$ cat src/hdl/vision_frame_receiver_core_macros.svh
// ----------------------------------------------------------------------------
// vision_frame_receiver_core assertion macros
// Implication and next-cycle checks, empty when SYNTH is defined.
// ----------------------------------------------------------------------------
`ifndef VISION_FRAME_RECEIVER_CORE_MACROS_SVH
`define VISION_FRAME_RECEIVER_CORE_MACROS_SVH
`ifndef SYNTH
`define VFR_ASSERT_IMP(lbl, clk, rstn, ante, cons) \
	lbl: assert property (@(posedge clk) disable iff (!rstn) (ante) |-> (cons)) \
		else $error("vfr check failed");
`define VFR_ASSERT_NEXT(lbl, clk, rstn, ante, cons) \
	lbl: assert property (@(posedge clk) disable iff (!rstn) (ante) |=> (cons)) \
		else $error("vfr check failed");
`else
`define VFR_ASSERT_IMP(lbl, clk, rstn, ante, cons)
`define VFR_ASSERT_NEXT(lbl, clk, rstn, ante, cons)
`endif
`endif

$ cat src/hdl/vfr_pkg.sv
// ----------------------------------------------------------------------------
// vfr_pkg
// Shared constants and the frame word passed from parser to decoder.
// ----------------------------------------------------------------------------
package vfr_pkg;

	localparam int MAX_PAYLOAD_DEF = 32;
	localparam int WIN_LEN         = 5;

	localparam logic [7:0] HDR_BYTE        = 8'hAA;
	localparam logic [7:0] BAD_FUNC        = 8'hFF;
	localparam logic [7:0] CODE_DOT_LINE   = 8'hF2;
	localparam logic [7:0] CODE_LINE       = 8'hF3;
	localparam logic [7:0] CODE_LINE_POINT = 8'hF4;

	localparam logic [1:0] KIND_DOT_LINE   = 2'd0;
	localparam logic [1:0] KIND_LINE       = 2'd1;
	localparam logic [1:0] KIND_LINE_POINT = 2'd2;
	localparam logic [1:0] KIND_OTHER      = 2'd3;

	typedef struct packed {
		logic [1:0]                kind;
		logic [WIN_LEN-1:0][7:0]   win;
	} frame_t;

endpackage

$ cat src/hdl/vfr_front.sv
// ----------------------------------------------------------------------------
// vfr_front
// Byte parser: header hunt, length count, window capture, frame classify.
// ----------------------------------------------------------------------------
module vfr_front #(
	parameter int MAX_PAYLOAD = vfr_pkg::MAX_PAYLOAD_DEF
) (
	input  logic            clk,
	input  logic            arst_n,
	input  logic            accept,
	input  logic [7:0]      rx_byte,
	output logic            push,
	output vfr_pkg::frame_t frame
);
	import vfr_pkg::*;

	localparam int LEN_W = $clog2(MAX_PAYLOAD + 1);

	localparam logic [2:0] PH_HDR1  = 3'd0;
	localparam logic [2:0] PH_HDR2  = 3'd1;
	localparam logic [2:0] PH_FUNC  = 3'd2;
	localparam logic [2:0] PH_LEN   = 3'd3;
	localparam logic [2:0] PH_PAY   = 3'd4;
	localparam logic [2:0] PH_TRAIL = 3'd5;

	logic [2:0]              phase_q, phase_d;
	logic [LEN_W-1:0]        rem_q, rem_d;
	logic [LEN_W-1:0]        idx_q, idx_d;
	logic [7:0]              func_q, func_d;
	logic [WIN_LEN-1:0][7:0] win_q, win_d;
	logic                    in_win;

	assign in_win = (idx_q < LEN_W'(WIN_LEN));

	always_comb begin
		phase_d = phase_q;
		rem_d   = rem_q;
		idx_d   = idx_q;
		func_d  = func_q;
		win_d   = win_q;
		push    = 1'b0;
		if (accept) begin
			case (phase_q)
				PH_HDR1: begin
					phase_d = (rx_byte == HDR_BYTE) ? PH_HDR2 : PH_HDR1;
				end
				PH_HDR2: begin
					phase_d = (rx_byte == HDR_BYTE) ? PH_FUNC : PH_HDR1;
				end
				PH_FUNC: begin
					if (rx_byte != BAD_FUNC) begin
						func_d  = rx_byte;
						phase_d = PH_LEN;
					end else begin
						phase_d = PH_HDR1;
					end
				end
				PH_LEN: begin
					if (rx_byte <= 8'(MAX_PAYLOAD)) begin
						rem_d   = rx_byte[LEN_W-1:0];
						idx_d   = '0;
						phase_d = PH_PAY;
					end else begin
						phase_d = PH_HDR1;
					end
				end
				PH_PAY: begin
					// zero length: this byte aborts the frame
					if (rem_q != '0) begin
						rem_d = rem_q - LEN_W'(1);
						if (in_win)
							win_d[idx_q[2:0]] = rx_byte;
						idx_d = idx_q + LEN_W'(1);
						if (rem_q == LEN_W'(1))
							phase_d = PH_TRAIL;
					end else begin
						phase_d = PH_HDR1;
					end
				end
				PH_TRAIL: begin
					phase_d = PH_HDR1;
					if (in_win)
						win_d[idx_q[2:0]] = rx_byte;
					push = 1'b1;
				end
				default: begin
					phase_d = PH_HDR1;
				end
			endcase
		end
	end

	always_comb begin
		frame.win = win_d;
		case (func_q)
			CODE_DOT_LINE:   frame.kind = KIND_DOT_LINE;
			CODE_LINE:       frame.kind = KIND_LINE;
			CODE_LINE_POINT: frame.kind = KIND_LINE_POINT;
			default:         frame.kind = KIND_OTHER;
		endcase
	end

	always_ff @(posedge clk or negedge arst_n) begin
		if (!arst_n) begin
			phase_q <= PH_HDR1;
			rem_q   <= '0;
			idx_q   <= '0;
			func_q  <= '0;
			win_q   <= '0;
		end else begin
			phase_q <= phase_d;
			rem_q   <= rem_d;
			idx_q   <= idx_d;
			func_q  <= func_d;
			win_q   <= win_d;
		end
	end

endmodule

$ cat src/hdl/vfr_queue.sv
// ----------------------------------------------------------------------------
// vfr_queue
// Two-entry frame queue between parser and decoder.
// ----------------------------------------------------------------------------
module vfr_queue (
	input  logic            clk,
	input  logic            arst_n,
	input  logic            push,
	input  vfr_pkg::frame_t din,
	output logic            full,
	input  logic            pop,
	output logic            valid,
	output vfr_pkg::frame_t dout
);
	import vfr_pkg::*;

	`include "vision_frame_receiver_core_macros.svh"

	frame_t     ent_q [2];
	logic       wr_ptr_q;
	logic       rd_ptr_q;
	logic [1:0] count_q;

	assign full  = (count_q == 2'd2);
	assign valid = (count_q != 2'd0);
	assign dout  = ent_q[rd_ptr_q];

	always_ff @(posedge clk) begin
		if (push)
			ent_q[wr_ptr_q] <= din;
	end

	always_ff @(posedge clk or negedge arst_n) begin
		if (!arst_n) begin
			wr_ptr_q <= 1'b0;
			rd_ptr_q <= 1'b0;
			count_q  <= 2'd0;
		end else begin
			if (push)
				wr_ptr_q <= ~wr_ptr_q;
			if (pop)
				rd_ptr_q <= ~rd_ptr_q;
			case ({push, pop})
				2'b10:   count_q <= count_q + 2'd1;
				2'b01:   count_q <= count_q - 2'd1;
				default: count_q <= count_q;
			endcase
		end
	end

	`VFR_ASSERT_IMP(a_no_overflow, clk, arst_n, push, !full)
	`VFR_ASSERT_IMP(a_no_underflow, clk, arst_n, pop, valid)
	`VFR_ASSERT_IMP(a_count_range, clk, arst_n, 1'b1, count_q <= 2'd2)
	`VFR_ASSERT_NEXT(a_push_lands, clk, arst_n, push && !pop, valid)

endmodule

$ cat src/hdl/vfr_back.sv
// ----------------------------------------------------------------------------
// vfr_back
// Frame decoder: updates the held record and presents it as the output word.
// ----------------------------------------------------------------------------
module vfr_back (
	input  logic               clk,
	input  logic               arst_n,
	input  logic               q_valid,
	input  vfr_pkg::frame_t    q_frame,
	output logic               pop,
	output logic               out_valid,
	input  logic               out_ready,
	output logic        [1:0]  frame_kind,
	output logic        [7:0]  dot_flag,
	output logic        [7:0]  line_flag,
	output logic signed [15:0] angle_x,
	output logic signed [15:0] angle_y,
	output logic signed [15:0] tag_x,
	output logic signed [15:0] cross_x
);
	import vfr_pkg::*;

	`include "vision_frame_receiver_core_macros.svh"

	logic               out_valid_q;
	logic        [1:0]  kind_q;
	logic        [7:0]  dot_q, line_q;
	logic signed [15:0] ax_q, ay_q, tx_q, cx_q;

	// the held record doubles as the output register
	assign pop        = q_valid && (!out_valid_q || out_ready);
	assign out_valid  = out_valid_q;
	assign frame_kind = kind_q;
	assign dot_flag   = dot_q;
	assign line_flag  = line_q;
	assign angle_x    = ax_q;
	assign angle_y    = ay_q;
	assign tag_x      = tx_q;
	assign cross_x    = cx_q;

	always_ff @(posedge clk or negedge arst_n) begin
		if (!arst_n) begin
			out_valid_q <= 1'b0;
			kind_q      <= KIND_DOT_LINE;
			dot_q       <= '0;
			line_q      <= '0;
			ax_q        <= '0;
			ay_q        <= '0;
			tx_q        <= '0;
			cx_q        <= '0;
		end else begin
			if (pop) begin
				out_valid_q <= 1'b1;
				kind_q      <= q_frame.kind;
				case (q_frame.kind)
					KIND_DOT_LINE, KIND_LINE: begin
						if (q_frame.kind == KIND_DOT_LINE)
							dot_q <= q_frame.win[0];
						line_q <= q_frame.win[4];
						ax_q   <= {q_frame.win[0], q_frame.win[1]};
						ay_q   <= {q_frame.win[2], q_frame.win[3]};
					end
					KIND_LINE_POINT: begin
						line_q <= q_frame.win[0];
						tx_q   <= {q_frame.win[1], q_frame.win[2]};
						cx_q   <= {q_frame.win[3], q_frame.win[4]};
					end
					default: begin
					end
				endcase
			end else if (out_ready) begin
				out_valid_q <= 1'b0;
			end
		end
	end

	`VFR_ASSERT_NEXT(a_load_shows, clk, arst_n, pop, out_valid)
	`VFR_ASSERT_NEXT(a_hold_stall, clk, arst_n, out_valid && !out_ready, out_valid)
	`VFR_ASSERT_NEXT(a_drain, clk, arst_n, out_valid && out_ready && !pop, !out_valid)

endmodule

$ cat src/hdl/vision_frame_receiver_core.sv
// ----------------------------------------------------------------------------
// vision_frame_receiver_core
// Camera link frame parser: one byte per word in, one decoded record per frame.
//
//   channel  dir  handshake            payload
//   in       in   in_valid/in_ready    rx_byte
//   out      out  out_valid/out_ready  frame_kind, dot_flag, line_flag,
//                                      angle_x, angle_y, tag_x, cross_x
//
// One byte per cycle while in_ready is high; a frame's record is written into
// the frame queue when its trailing byte is taken, then decoded into the output
// register once the output side can take it.
// in_ready drops only while the two-entry frame queue is full.
// Output stalls back up into the queue, then into the input.
// Reset clears the parser, the byte window and the held record.
// ----------------------------------------------------------------------------
module vision_frame_receiver_core #(
	parameter int MAX_PAYLOAD = vfr_pkg::MAX_PAYLOAD_DEF
) (
	input  logic               clk,
	input  logic               arst_n,
	input  logic               in_valid,
	output logic               in_ready,
	input  logic        [7:0]  rx_byte,
	output logic               out_valid,
	input  logic               out_ready,
	output logic        [1:0]  frame_kind,
	output logic        [7:0]  dot_flag,
	output logic        [7:0]  line_flag,
	output logic signed [15:0] angle_x,
	output logic signed [15:0] angle_y,
	output logic signed [15:0] tag_x,
	output logic signed [15:0] cross_x
);
	import vfr_pkg::*;

	logic   accept;
	logic   push;
	logic   q_full;
	logic   q_valid;
	logic   pop;
	frame_t push_frame;
	frame_t q_frame;

	assign in_ready = !q_full;
	assign accept   = in_valid && in_ready;

	vfr_front #(
		.MAX_PAYLOAD(MAX_PAYLOAD)
	) u_front (
		.clk     (clk),
		.arst_n  (arst_n),
		.accept  (accept),
		.rx_byte (rx_byte),
		.push    (push),
		.frame   (push_frame)
	);

	vfr_queue u_queue (
		.clk    (clk),
		.arst_n (arst_n),
		.push   (push),
		.din    (push_frame),
		.full   (q_full),
		.pop    (pop),
		.valid  (q_valid),
		.dout   (q_frame)
	);

	vfr_back u_back (
		.clk        (clk),
		.arst_n     (arst_n),
		.q_valid    (q_valid),
		.q_frame    (q_frame),
		.pop        (pop),
		.out_valid  (out_valid),
		.out_ready  (out_ready),
		.frame_kind (frame_kind),
		.dot_flag   (dot_flag),
		.line_flag  (line_flag),
		.angle_x    (angle_x),
		.angle_y    (angle_y),
		.tag_x      (tag_x),
		.cross_x    (cross_x)
	);

endmodule

$ cat config.mk
export PLATFORM = sky130hd
export DESIGN_NAME = vision_frame_receiver_core
export DESIGN_NICKNAME = d
export VERILOG_FILES = /design/src/hdl/vfr_pkg.sv /design/src/hdl/vfr_front.sv /design/src/hdl/vfr_queue.sv /design/src/hdl/vfr_back.sv /design/src/hdl/vision_frame_receiver_core.sv
export VERILOG_INCLUDE_DIRS = /design/src /design/src/hdl
export SDC_FILE = /design/constraint.sdc
export NUM_CORES = 1
export LEC_CHECK = 0
export BUFFER_PORTS_ARGS = -buffer_cell sky130_fd_sc_hd__buf_2
export CAP_MARGIN = 20
export CORE_MARGIN = 2
export CORE_UTILIZATION = 55
export DETAILED_ROUTE_END_ITERATION = 16
export PLACE_DENSITY = 0.74
export REMOVE_ABC_BUFFERS = 1
export SYNTH_ARGS = -nofsm -noshare
export SYNTH_HDL_FRONTEND = slang
export SYNTH_SLANG_ARGS = --single-unit
$ cat constraint.sdc
create_clock -name clk -period 4.7 [get_ports clk]
set_clock_uncertainty 0.15 [all_clocks]
set_input_delay 1.175 -clock clk [delete_from_list [all_inputs] [get_ports clk]]
set_output_delay 1.175 -clock clk [all_outputs]
set_load 0.005 [all_outputs]
* After elaboration in Yosys (flattened, before gate mapping)
Memories as Yosys holds them, arrays and structs flattened. Index checks and enable logic that the tools add are counted.
Word-level totals: flip-flop bits (word level) 150, RAM bits 84, input port bits 12, output and inout bits 84, logic and storage cells 101, memories kept 1
Cells by class: add/subtract/negate cells 4, magnitude comparators 4, equality and inequality tests 19, multiplexer cells 29, bitwise logic cells 2, reduce and logical (&&, ||, !) cells 22
Memories:
- u_queue.ent_q | depth 2, bits a word 42, rd ports 1, clocked after Yosys merged registers in 0, wr ports 1, RTL line vfr_queue.sv:19 | frame_t ent_q [2];
Operator list (number):
- 40-bit 2-to-1 mux | 3
- 40-bit one-hot mux with 2 select lines | 1
- 40-bit bitwise mux | 1
- 8-bit equality test, second input constant | 4
- 8-bit demux with 3-bit select | 1
- 6-bit 2-to-1 mux | 4
- 6-bit one-hot mux with 2 select lines | 2
- 8-bit one-hot mux with 2 select lines | 1
- 3-bit one-hot mux with 5 select lines | 1
- 2-bit nonzero test | 5
- 3-bit 2-to-1 mux | 3
- 8-bit by 6-bit <= comparator with 1-bit output, second input constant | 1
- 8-bit 2-to-1 mux | 1
- 8-bit != test, second input constant | 1
- 2-bit AND reduction | 4
- 1-bit 2-to-1 mux | 7
- 6-bit by 1-bit adder with 6-bit output, second input constant | 1
- 2-bit equality test, second input constant | 3
- 3-bit by 2-bit equality test with 1-bit output, second input constant | 2
- 3-bit equality test, second input constant | 2
- 6-bit by 1-bit equality test with 1-bit output, second input constant | 1
- 6-bit by 3-bit < comparator with 1-bit output, second input constant | 1
- 2-bit one-hot mux with 3 select lines | 1
- 3-bit AND reduction | 2
- other kinds (20) | 27

* Logic depth before layout (Yosys ltp)
depth in word-level cells 9, gate-level depth with buffers 9, mapped depth without buffers 7

* Cells and area by module
A second synthesis with hierarchy kept.
Unflattened totals: cell total of the unflattened synthesis 597, area total of the unflattened synthesis 9848.2 um2
Modules (own cells, without submodules):
- vfr_queue | instances 1, cells each 147, area each 3419.5 um2, sequential area each 2622.5 um2
- vfr_back | instances 1, cells each 192, area each 3359.5 um2, sequential area each 2077.0 um2
- vfr_front | instances 1, cells each 256, area each 3059.2 um2, sequential area each 1576.5 um2
- vision_frame_receiver_core | instances 1, cells each 2, area each 10.0 um2, sequential area each 0.0 um2

* Worst setup path before layout
No wires, ideal clock.
kind input to register, from input port in_valid, to memory u_queue.ent_q[0][0] (netlist name), enable pin, setup time 442 ps, data arrival time 3657 ps, data required time 4108 ps, slack 451 ps, stages on the path 5, buffers on the path 2, cells stage by stage clkbuf_1 and3_1 buf_2 nand2_1 nor2_1
Between the ends: cells in the longest elaborated chain, start to end 4
Ends and longest elaborated chain:
- start: declaration | RTL line vision_frame_receiver_core.sv:22 | input logic in_valid,
- 1-bit logical AND | RTL line vision_frame_receiver_core.sv:46 | assign accept = in_valid && in_ready;
- 1-bit 2-to-1 mux | RTL line vfr_front.sv:42 | if (accept) begin
- 1-bit 2-to-1 mux | RTL line vfr_queue.sv:29 | if (push)
- 1-bit 2-to-1 mux (not written as such) | RTL line vfr_queue.sv:30 | ent_q[wr_ptr_q] <= din;
- end: declaration | RTL line vfr_queue.sv:19
Every way passes these cells.

==> reports/metrics.cfg <==
[critical_path]
critPathLaunchType=register
crit_type=register to register
path_max_fanout=18
rrSetupSlack_ps=1630
critPathLaunch=u_queue.count_q[0]
r2r-start=u_queue.count_q[0]
crit_arrival_ps=3160
cp_data_required_time_ps=4790
cp-end-kind=register

[detailed_routing]
drc_errors=0
drtAntennaViolNets=0
vias_per_cell=5.717
num_vias=5477
firstDrtPassIters=4
drtIter0Drc=330
routedWlPerCell_um=19.59
postRouteWirelength_um=18770

[sta]
fin_setup_tns_ps=0
rsz0062_at_grt=no
finalMaxSlewViolations=0
tightest_slew_ps=1054
layout_min_cycle_time_ps=3070
finalHoldViolCount=0
setup_viol=0
max_freq_mhz=325.7
slew_headroom=0.2949
fin_crit_sh=0.6532

[yosys]
synth_edf_count=84
ys_seq_area_frac=0.6632
synth_ff_type=dfrtp_1
ys_ff_latch=234
netlist_area_um2=9463
post_synth.cell_area_avg_um2=15.16
synth_cell_type_count=56
yosys_warnings=0
synthCells=624
async_flop_share=0.6410

[power_and_ir_drop]
peakVddDrop_v=0.0002724
power.total_uw=5761
leakagePower_uw=0.004788
power_density_nw_per_um2=523.6

[clock_tree]
cts_buffers=24
clockRootBuffer=clkbuf_16
clockBufferDepth=3
clk_latency_ps=500
cts_tree=built
path_clk_slew_ps=60
postCtsHoldBufs=0
cts.sinks=234
cts_resized=0
cts_setup_buffers=0
htree_levels=1

[floorplanning]
start_util=0.5666
die_h_um=135.2
ios=96
die-area_um2=18270
fp.dieW_um=135.2
rows=47
core_area_um2=16700

[cells_and_area]
layout.nets=737
stdcell_count=958
fin_area_um2=11000
final_layout_size_suffix_gt1_frac=0.3699
antenna_cells=0
syn_to_final_growth_pct=16.26

[global_routing]
grt_max_degree=96
grt_usage=0.2134
grt_pass1_vias=5716
grt_pass1_wl_um=30760
antenna_found_initial=0
grt-ovfl-total=0

[place]
placed_area_um2=10160
place.gp.congestion=0.8330
io_buffers=95
dp_hpwl_um=11920
dpl.cell_count=914

[min_path]
worstHoldStart=u_back.tag_x[11]
hp-class=register to register

[outcome]
status=finished, final reports clean

[flow_run]
max_cap_viol_count=0

==> worst max-delay path, stage by stage (launching register included) <==
cell and delay, ps:
dfrtp_1 420, nand2b_1 390, and3_1 710, nand4_1 630, mux2_2 500
==> cell usage in the layout (no fill, tap or decap), types with 4 or more instances in the layout <==
| cell | synthesis | layout |
|---|---|---|
| a21oi_1 | 33 | 33 |
| a32o_1 | 15 | 15 |
| buf_2 | 15 | 94 |
| buf_4 | 1 | 7 |
| bufinv_16 | 0 | 5 |
| clkbuf_1 | 15 | 4 |
| clkbuf_16 | 0 | 25 |
| clkinv_1 | 0 | 5 |
| dfrtp_1 | 150 | 149 |
| edfxtp_1 | 84 | 84 |
| ha_1 | 5 | 5 |
| inv_1 | 14 | 14 |
| mux2_2 | 101 | 101 |
| mux2_4 | 8 | 8 |
| mux2i_1 | 30 | 30 |
| mux4_2 | 8 | 8 |
| nand2_1 | 18 | 18 |
| nand3_1 | 10 | 10 |
| nand4_1 | 5 | 5 |
| nor2_1 | 34 | 33 |
| nor3_1 | 7 | 7 |
| o21ai_0 | 9 | 9 |
| xnor2_1 | 4 | 4 |
==> synth_stat cells (3+ instances only) <==
cell / instances / area share
nor2_1: 34 / 0.013
mux2_2: 101 / 0.12
a32o_1: 15 / 0.016
dfrtp_1: 150 / 0.40
clkbuf_1: 15 / 0.0059
nand4_1: 5 / 0.0033
mux2_4: 8 / 0.013
nor3_1: 7 / 0.0037
nor2b_1: 3 / 0.0020
mux2i_1: 30 / 0.032
mux4_2: 8 / 0.019
o21ai_0: 9 / 0.0048
nand3_1: 10 / 0.0053
a31oi_1: 3 / 0.0020
nand2_1: 18 / 0.0071
a21oi_1: 33 / 0.017
edfxtp_1: 84 / 0.27
xnor2_1: 4 / 0.0037
ha_1: 5 / 0.0066
inv_1: 14 / 0.0056
buf_2: 15 / 0.0079
nand3b_1: 3 / 0.0024
and3_1: 4 / 0.0026
==> area by class of cell <==
type | count | area, um2
repair buffers | 103 | 554.3
fillers | 1200 | 5699
well taps | 220 | 275.3
multi-input cells | 343 | 2997
clock inverters | 14 | 191.4
inverters | 14 | 52.55
flip-flops and latches | 234 | 6277
clock buffers | 30 | 654.4
==> layer usage <==
| layer | global-route usage | up-vias | part of all wire | wire length [um] |
|---|---|---|---|---|
| met5 | 0 | - | 0 | 0 |
| met4 | 0.04803 | 0 | 0.011 | 201 |
| met3 | 0.02694 | 22 | 0.042 | 794 |
| met2 | 0.3644 | 116 | 0.50 | 9362 |
| met1 | 0.2978 | 2824 | 0.45 | 8411 |
| li1 | - | 2515 | - | - |
==> registers in the layout, summed over array words and instances, names as in the netlist <==
signal / cells
u_back.out_valid: 1
u_queue.wr_ptr_q: 1
u_front.rem_q: 6
u_back.frame_kind: 2
u_front.func_q: 8
u_back.tag_x: 16
u_back.angle_x: 16
u_queue.rd_ptr_q: 1
u_queue.count_q: 2
u_front.phase_q: 3
u_back.line_flag: 8
u_front.win_q: 40
u_front.idx_q: 6
u_back.dot_flag: 8
u_back.angle_y: 16
u_back.cross_x: 16
u_queue.ent_q: 84
==> where the power goes <==
group          switching, uW  total [uW]  leakage (uW)  internal [uW]
registers                230        2570       0.00266           2340
clock network            738        2000      0.000410           1260
logic                    587        1190       0.00172            606
==> stage by stage <==
step / hold WS, ps / util / setup slack, ps
detailed placement: 337.8 / 0.6081 / 1129
floorplan: 310.8 / - / 271.3
global route: 358.0 / 0.6588 / 1410
global placement: 329.1 / 0.6081 / 1212
finish: 348.1 / 0.6588 / 1630
CTS: 352.7 / 0.6588 / 1622
==> final timing paths <==
path,to,depth (start not counted)
worst max-delay path,u_queue.ent_q[0][32],4
worst min-delay path,u_back.tag_x[11],1
worst max register to register,u_queue.ent_q[0][32],4
worst min register to register,u_back.tag_x[11],1
max in group asynchronous,u_back.cross_x[12],2
min in group asynchronous,u_front.win_q[19],1
==> logic make-up after synthesis <==
kind of cell,Yosys count,synth area share
AOI/OAI and AO/OA,79,0.05844
xor gates and xnor gates,6,0.005553
and+or+nand+nor,106,0.06056
muxes,147,0.1837
DFF,234,0.6632
adders and majority gates,5,0.006611
buffers and inverters,47,0.02195
(Power assumes the default switching activity.)
